<file path="src/design/fmp_pkg.sv">
// Shared types and widths for the Fibonacci-remainder / Pisano-period block.
// Used by fmp_ctrl, fmp_datapath and fibonacci_mod_via_pisano_core.
package fmp_pkg;

  localparam int MOD_W     = 16;
  localparam int IDX_W     = 32;
  localparam int PER_W     = MOD_W + 3;
  localparam int IDX_CNT_W = $clog2(IDX_W);

  typedef struct packed {
    logic [MOD_W-1:0] modulus;
    logic [IDX_W-1:0] fib_index;
  } in_t;

  typedef struct packed {
    logic [MOD_W-1:0] fib_mod;
    logic [PER_W-1:0] period;
  } out_t;

  typedef struct packed {
    logic load;
    logic pair_step;
    logic cnt_inc;
    logic per_save;
    logic div_step;
    logic k_dec;
    logic out_load;
  } cmd_t;

  typedef struct packed {
    logic trivial;
    logic period_found;
    logic div_last;
    logic k_zero;
  } status_t;

endpackage

</file>
<file path="src/design/fibonacci_mod_via_pisano_core.sv">
// Top level of the Fibonacci-remainder / Pisano-period block.
// Depends on fmp_pkg; instantiates fmp_ctrl and fmp_datapath.
//
//   channel   direction  handshake               payload
//   input     in         in_valid_i/in_stall_o   in_data_i  (modulus, fib_index)
//   output    out        out_valid_o/out_stall_i out_data_o (fib_mod, period)
//
// A transaction first steps the pair until it returns to (1, 0) or 6m steps are taken, giving
// the period P; then the remainder unit takes one index bit a cycle, and the pair is walked
// (n mod P) steps. Moduli 0 and 1 skip straight to the result.
// Reset clears only the controller state and the output valid flag.
// The next transaction is taken while a finished result waits in the output register.
module fibonacci_mod_via_pisano_core (
  input  logic          clk_i,
  input  logic          rst_ni,
  input  logic          in_valid_i,
  output logic          in_stall_o,
  input  fmp_pkg::in_t  in_data_i,
  output logic          out_valid_o,
  input  logic          out_stall_i,
  output fmp_pkg::out_t out_data_o
);
  import fmp_pkg::*;

  cmd_t    cmd;
  status_t status;

  fmp_ctrl u_ctrl (
    .clk_i       (clk_i),
    .rst_ni      (rst_ni),
    .in_valid_i  (in_valid_i),
    .in_stall_o  (in_stall_o),
    .out_valid_o (out_valid_o),
    .out_stall_i (out_stall_i),
    .status_i    (status),
    .cmd_o       (cmd)
  );

  fmp_datapath u_datapath (
    .clk_i      (clk_i),
    .in_data_i  (in_data_i),
    .cmd_i      (cmd),
    .status_o   (status),
    .out_data_o (out_data_o)
  );

endmodule

</file>
<file path="src/design/fmp_datapath.sv">
// Datapath: remainder pair, step counter, serial remainder unit and result register.
// Depends on fmp_pkg; driven by fmp_ctrl through cmd_t and status_t.
module fmp_datapath (
  input  logic            clk_i,
  input  fmp_pkg::in_t    in_data_i,
  input  fmp_pkg::cmd_t   cmd_i,
  output fmp_pkg::status_t status_o,
  output fmp_pkg::out_t   out_data_o
);
  import fmp_pkg::*;

  logic [MOD_W-1:0]     m_q, a_q, b_q;
  logic [MOD_W-1:0]     a_d, b_d;
  logic [IDX_W-1:0]     n_q;
  logic [PER_W-1:0]     cnt_q, limit_q, per_q, rem_q;
  logic [IDX_CNT_W-1:0] idx_q;
  out_t                 out_q;

  logic [MOD_W:0]   pair_sum;
  logic [PER_W:0]   rem_shift;
  logic [PER_W-1:0] rem_next;
  logic [PER_W-1:0] m_ext;
  out_t             out_d;

  // One step of the pair: (a, b) -> ((a + b) mod m, a).
  always_comb begin
    pair_sum = {1'b0, a_q} + {1'b0, b_q};
    if (pair_sum >= {1'b0, m_q}) begin
      pair_sum = pair_sum - {1'b0, m_q};
    end
    a_d = pair_sum[MOD_W-1:0];
    b_d = a_q;
  end

  // Restoring remainder step: one index bit per cycle, MSB first.
  always_comb begin
    rem_shift = {rem_q, n_q[IDX_W-1]};
    if (rem_shift >= {1'b0, per_q}) begin
      rem_shift = rem_shift - {1'b0, per_q};
    end
    rem_next = rem_shift[PER_W-1:0];
  end

  assign m_ext = {3'b000, in_data_i.modulus};

  always_ff @(posedge clk_i) begin
    if (cmd_i.load) begin
      m_q     <= in_data_i.modulus;
      n_q     <= in_data_i.fib_index;
      limit_q <= (m_ext << 2) + (m_ext << 1);
      a_q     <= MOD_W'(1);
      b_q     <= '0;
      cnt_q   <= '0;
    end else if (cmd_i.per_save) begin
      per_q <= cnt_q;
      a_q   <= MOD_W'(1);
      b_q   <= '0;
      rem_q <= '0;
      idx_q <= '0;
    end else if (cmd_i.div_step) begin
      rem_q <= rem_next;
      n_q   <= n_q << 1;
      idx_q <= idx_q + IDX_CNT_W'(1);
    end else if (cmd_i.pair_step) begin
      a_q <= a_d;
      b_q <= b_d;
      if (cmd_i.cnt_inc) begin
        cnt_q <= cnt_q + PER_W'(1);
      end
      if (cmd_i.k_dec) begin
        rem_q <= rem_q - PER_W'(1);
      end
    end
    if (cmd_i.out_load) begin
      out_q <= out_d;
    end
  end

  always_comb begin
    out_d.fib_mod = status_o.trivial ? '0 : b_q;
    if (m_q == '0) begin
      out_d.period = '0;
    end else if (status_o.trivial) begin
      out_d.period = PER_W'(1);
    end else begin
      out_d.period = per_q;
    end
  end

  assign status_o.trivial      = (m_q[MOD_W-1:1] == '0);
  assign status_o.period_found = (cnt_q != '0) &&
                                 (((a_q == MOD_W'(1)) && (b_q == '0)) || (cnt_q == limit_q));
  assign status_o.div_last     = (idx_q == IDX_CNT_W'(IDX_W - 1));
  assign status_o.k_zero       = (rem_q == '0);
  assign out_data_o            = out_q;

endmodule

</file>
<file path="src/design/fmp_ctrl.sv">
// Controller state machine: sequences period search, index reduction and walk.
// Depends on fmp_pkg; commands fmp_datapath and owns both handshakes.
module fmp_ctrl (
  input  logic             clk_i,
  input  logic             rst_ni,
  input  logic             in_valid_i,
  output logic             in_stall_o,
  output logic             out_valid_o,
  input  logic             out_stall_i,
  input  fmp_pkg::status_t status_i,
  output fmp_pkg::cmd_t    cmd_o
);
  import fmp_pkg::*;

  localparam logic [2:0] StIdle   = 3'd0;
  localparam logic [2:0] StPeriod = 3'd1;
  localparam logic [2:0] StDiv    = 3'd2;
  localparam logic [2:0] StWalk   = 3'd3;
  localparam logic [2:0] StDone   = 3'd4;

  logic [2:0] state_q, state_d;
  logic       out_valid_q, out_valid_d;

  always_comb begin
    state_d = state_q;
    cmd_o   = '0;
    unique case (state_q)
      StIdle: begin
        if (in_valid_i) begin
          cmd_o.load = 1'b1;
          state_d    = StPeriod;
        end
      end
      StPeriod: begin
        if (status_i.trivial) begin
          state_d = StDone;
        end else if (status_i.period_found) begin
          cmd_o.per_save = 1'b1;
          state_d        = StDiv;
        end else begin
          cmd_o.pair_step = 1'b1;
          cmd_o.cnt_inc   = 1'b1;
        end
      end
      StDiv: begin
        cmd_o.div_step = 1'b1;
        if (status_i.div_last) begin
          state_d = StWalk;
        end
      end
      StWalk: begin
        if (status_i.k_zero) begin
          state_d = StDone;
        end else begin
          cmd_o.pair_step = 1'b1;
          cmd_o.k_dec     = 1'b1;
        end
      end
      StDone: begin
        // Wait until the result register is free or is being emptied.
        if (!out_valid_q || !out_stall_i) begin
          cmd_o.out_load = 1'b1;
          state_d        = StIdle;
        end
      end
      default: begin
        state_d = StIdle;
      end
    endcase
  end

  always_comb begin
    out_valid_d = out_valid_q;
    if (cmd_o.out_load) begin
      out_valid_d = 1'b1;
    end else if (!out_stall_i) begin
      out_valid_d = 1'b0;
    end
  end

  always_ff @(posedge clk_i or negedge rst_ni) begin
    if (!rst_ni) begin
      state_q     <= StIdle;
      out_valid_q <= 1'b0;
    end else begin
      state_q     <= state_d;
      out_valid_q <= out_valid_d;
    end
  end

  assign in_stall_o  = (state_q != StIdle);
  assign out_valid_o = out_valid_q;

`ifndef SYNTHESIS
  a_no_overwrite: assert property (@(posedge clk_i) disable iff (!rst_ni)
    (out_valid_q && out_stall_i) |-> !cmd_o.out_load)
    else $error("result register overwritten while stalled");

  a_accept_leaves_idle: assert property (@(posedge clk_i) disable iff (!rst_ni)
    (state_q == StIdle && in_valid_i) |=> (state_q == StPeriod))
    else $error("accepted transaction did not start period search");

  a_period_to_div: assert property (@(posedge clk_i) disable iff (!rst_ni)
    (state_q == StPeriod && !status_i.trivial && status_i.period_found) |=> (state_q == StDiv))
    else $error("period found but reduction did not start");

  a_walk_holds: assert property (@(posedge clk_i) disable iff (!rst_ni)
    (state_q == StWalk && !status_i.k_zero) |=> (state_q == StWalk))
    else $error("walk ended before the reduced index reached zero");
`endif

endmodule

</file>
<file path="config.mk">
export PLATFORM = sky130hd
export DESIGN_NAME = fibonacci_mod_via_pisano_core
export DESIGN_NICKNAME = d
export VERILOG_FILES = /design/src/design/fmp_pkg.sv /design/src/design/fibonacci_mod_via_pisano_core.sv /design/src/design/fmp_datapath.sv /design/src/design/fmp_ctrl.sv
export SDC_FILE = /design/constraint.sdc
export NUM_CORES = 1
export LEC_CHECK = 0
export BUFFER_PORTS_ARGS = -buffer_cell sky130_fd_sc_hd__buf_2
export CORE_MARGIN = 2
export CORE_UTILIZATION = 55
export CTS_CLUSTER_DIAMETER = 60
export DETAILED_ROUTE_END_ITERATION = 7
export GPL_TIMING_DRIVEN = 0
export PLACE_DENSITY = 0.78
export SYNTH_ARGS = -nofsm -noshare
export SYNTH_HDL_FRONTEND = slang
export SYNTH_SLANG_ARGS = --single-unit
export TNS_END_PERCENT = 100
</file>
<file path="constraint.sdc">
create_clock -name clk_i -period 4.83 [get_ports clk_i]
set_input_delay 0.966 -clock clk_i [delete_from_list [all_inputs] [get_ports clk_i]]
set_output_delay 0.966 -clock clk_i [all_outputs]
set_load 0.1 [all_outputs]
</file>
==> flow_summary.toml <==
[logic_synthesis]
synth.top_cells.by_count = "151 x nand2_1, 143 x edfxtp_1, 87 x a21oi_1"
synth.ff_latch_count = 198
netlist-cell-type-count = 75
post_synth_edffs = 143
synth_sequential_area_ratio_pct = 44.9
synth_area_leader_cell = "edfxtp_1"
yosys_warning_count = 0
post-synth-top-area-fraction_pct = 35.6
yosysMostFrequentCell = "nand2_1"
synth-async-reset-ratio_pct = 2.02
yosys_most_used_dff = "edfxtp_1"
syn_area_per_cell_um2 = 9.79
synth_cell_area_um2 = 12100
synthesis.instances = 1232
synth_area_leaders = "edfxtp_1 36%, dfxtp_1 8.5%, ha_1 7.6%"
postSynthNetCount = 1361

[timing]
final-max-slew-violation-count = 0
hold_viol_final = 0
final.setup_skew_ns = 0.0133
holdWs_ns = 0.325
setup_repair_after_global_routing_missed_its_margin = "false"
setup_tns_ns = 0
share_of_the_clock_period_used_by_the_worst_path_pct = 94.2
timing.fmax_mhz = 220
timing.max_slew.rel_slack_pct = 44.2
finalSetupViolations = 0
worst_slew_pin_slew_ns = 0.836
shortest_period_the_worst_path_allows_ns = 4.55

[job]
cap_violations = 0

[floorplanning]
ports_placed_on_the_boundary = 89
placement_rows = 54
die_height_um = 152
initial_core_util_pct = 55.6
fp.dieArea_um2 = 23100
placeableCoreArea_um2 = 21700
die_x_um = 152

[routing]
dr.pass1.iters = 5
route.detailed.vias_per_inst = 6.03
first_iter_violations = 968
num_vias = 9852
drt_wl_total_um = 29100
final_antenna_net_count = 0
detail_route.drc_violations = 0
drt-wirelength-per-cell_um = 17.8

[critical_path]
worst-setup-path-type = "reg -> reg"
regToRegSetupSlack_ns = 0.28
startpoint_of_the_lowest_slack_register_to_register_path = "u_datapath.b_q[0]"
rr_endpoint = "u_datapath.a_q[6]"
timing.critical_path.to_type = "flop"
worstSetupStartpoint = "u_datapath.b_q[0]"
worstSetupStartpointType = "flop"
crit_path_max_fanout = 10
worst-endpoint-required_ns = 5.16
rr_worst_depth = 17
worst_ep_arrival_time_ns = 4.88

[clock_network]
max_clock_buf_depth = 2
cts_tree = "done"
worstSkewPairLatency_ns = 0.45
cts.repair_timing.setup_buffer_count = 0
path_clk_slew_ns = 0.08
cts-root-buf = "clkbuf_16"
cts.hold.buffers_added = 0
tritoncts.num_buffers = 17
sinks_on_clock_net = 198
post_cts_resized = 0
htreeDepth = 4

[final_layout]
final_layout_size_suffix_gt1_share_pct = 12.4
finalNetCount = 1470
finish.instance_area_um2 = 13600
insertedDiodeCount = 0
final_layout_fill_cell_count = 1782
syn2layout_area_growth_pct = 12.4

[power]
static-leakage-power_nw = 5.38
vdd_ir_drop_max_mv = 0.403
p_per_area_nw_per_um2 = 629

[place]
post-dp-hpwl_um = 21700
finalWeightedCongestion = 0.878
detailed_place.area_um2 = 12900
port-buffer-count = 88

[worst_hold_path]
hold_class = "in -> async"

[status]
run_status = "finished, final reports clean"

[global_route]
grt_pass1_wl_um = 47400
initial_antenna_violation_count = 0
grt_max_degree = 43
grt_pass1_vias = 9175
grt_overflow = 0
grtUsageTotal_pct = 25.0
==> layout make-up <==
type	instances	area [um2]	share of cell area [%]
multi-input cells	932	6200	45.7
flip-flops and latches	198	5420	40.0
repair buffers	90	495	3.66
clock buffers	17	425	3.14
well taps	280	350	2.58
plain buffers	41	238	1.75
inverters	61	229	1.69
clock inverters	15	200	1.48
==> routing by layer <==
layer | global-route usage (%) | share of wire (%) | wire length, um
met1 | 35.9 | 46 | 13300
met2 | 40.6 | 47 | 13600
met3 | 3.79 | 6.3 | 1820
met4 | 5.47 | 1.1 | 331
met5 | 0 | 0 | 0
==> how the worst max path moves through the flow <==
stage,to,slack [ns],depth (start not counted)
after CTS,u_datapath.a_q[6],0.18,17
after global routing,u_datapath.a_q[6],0.05,17
final,u_datapath.a_q[6],0.28,17
after detailed placement,u_datapath.a_q[5],0.23,17
after floorplan,u_datapath.a_q[3],0.81,17
after global placement,u_datapath.a_q[6],0.30,17
==> cell families after synthesis <==
logic type / synth area share (%)
simple gates: 19.0
compound gates: 16.3
flops: 44.9
buf+inv: 3.86
xor+xnor: 5.66
fa+ha+maj: 8.23
mux: 2.09
==> stage by stage <==
| stage | power, W | cells | utilization (%) | setup WS (ns) |
|---|---|---|---|---|
| finish | 0.00852 | 1634 | 62.5 | 0.282 |
| global route | 0.00912 | 1634 | 62.5 | 0.0539 |
| CTS | 0.00844 | 1633 | 62.3 | 0.181 |
| detailed placement | 0.00692 | 1601 | 59.4 | 0.232 |
| global placement | 0.00681 | 1600 | 59.3 | 0.303 |
| floorplan | 0.00594 | 1232 | - | 0.806 |
==> power breakdown <==
group / internal [W] / leakage (nW) / switching [W] / total, W
registers: 0.00218 / 1.79 / 0.000249 / 0.00243
clock network: 0.000751 / 0.300 / 0.000737 / 0.00149
logic: 0.00192 / 3.29 / 0.00269 / 0.00460
==> registers in the layout (all words and copies together) (netlist names), 16 cells and up <==
register and count:
u_datapath.a_q 16, u_datapath.per_q 19, u_datapath.limit_q 17, u_datapath.b_q 16, u_datapath.cnt_q 19, u_datapath.n_q 32
u_datapath.out_data_o 35, u_datapath.rem_q 19, u_datapath.m_q 16
==> placed cells by master, fill, tap and decap left out, types with 16 or more instances in the layout <==
cell type	instances
xnor2_1	58
nand4_1	24
clkbuf_16	17
xor2_1	20
buf_2	94
a21o_1	17
ha_1	73
a21oi_1	86
o21ai_0	55
a211oi_1	19
and2_1	39
o31ai_1	19
nor4_1	17
nor3_1	30
dfxtp_1	51
nor2_1	58
clkbuf_1	23
mux2i_1	23
inv_1	59
o21a_1	16
edfxtp_1	143
nand3_1	38
nand2_1	151
==> worst max-delay path: stages (launching register included) <==
cell and delay, ns:
dfxtp_1 0.36, ha_1 0.25, fa_1 0.44, a211oi_2 0.25
o21ai_1 0.13, a31oi_2 0.34, nand3b_1 0.16, nand3_1 0.19
ha_1 0.44, a21o_1 0.19, a21o_1 0.19, a22o_1 0.25
o31a_1 0.33, a311o_1 0.28, buf_4 0.17, buf_6 0.15
mux2i_1 0.20, a21oi_1 0.11
(Power assumes the default switching activity.)
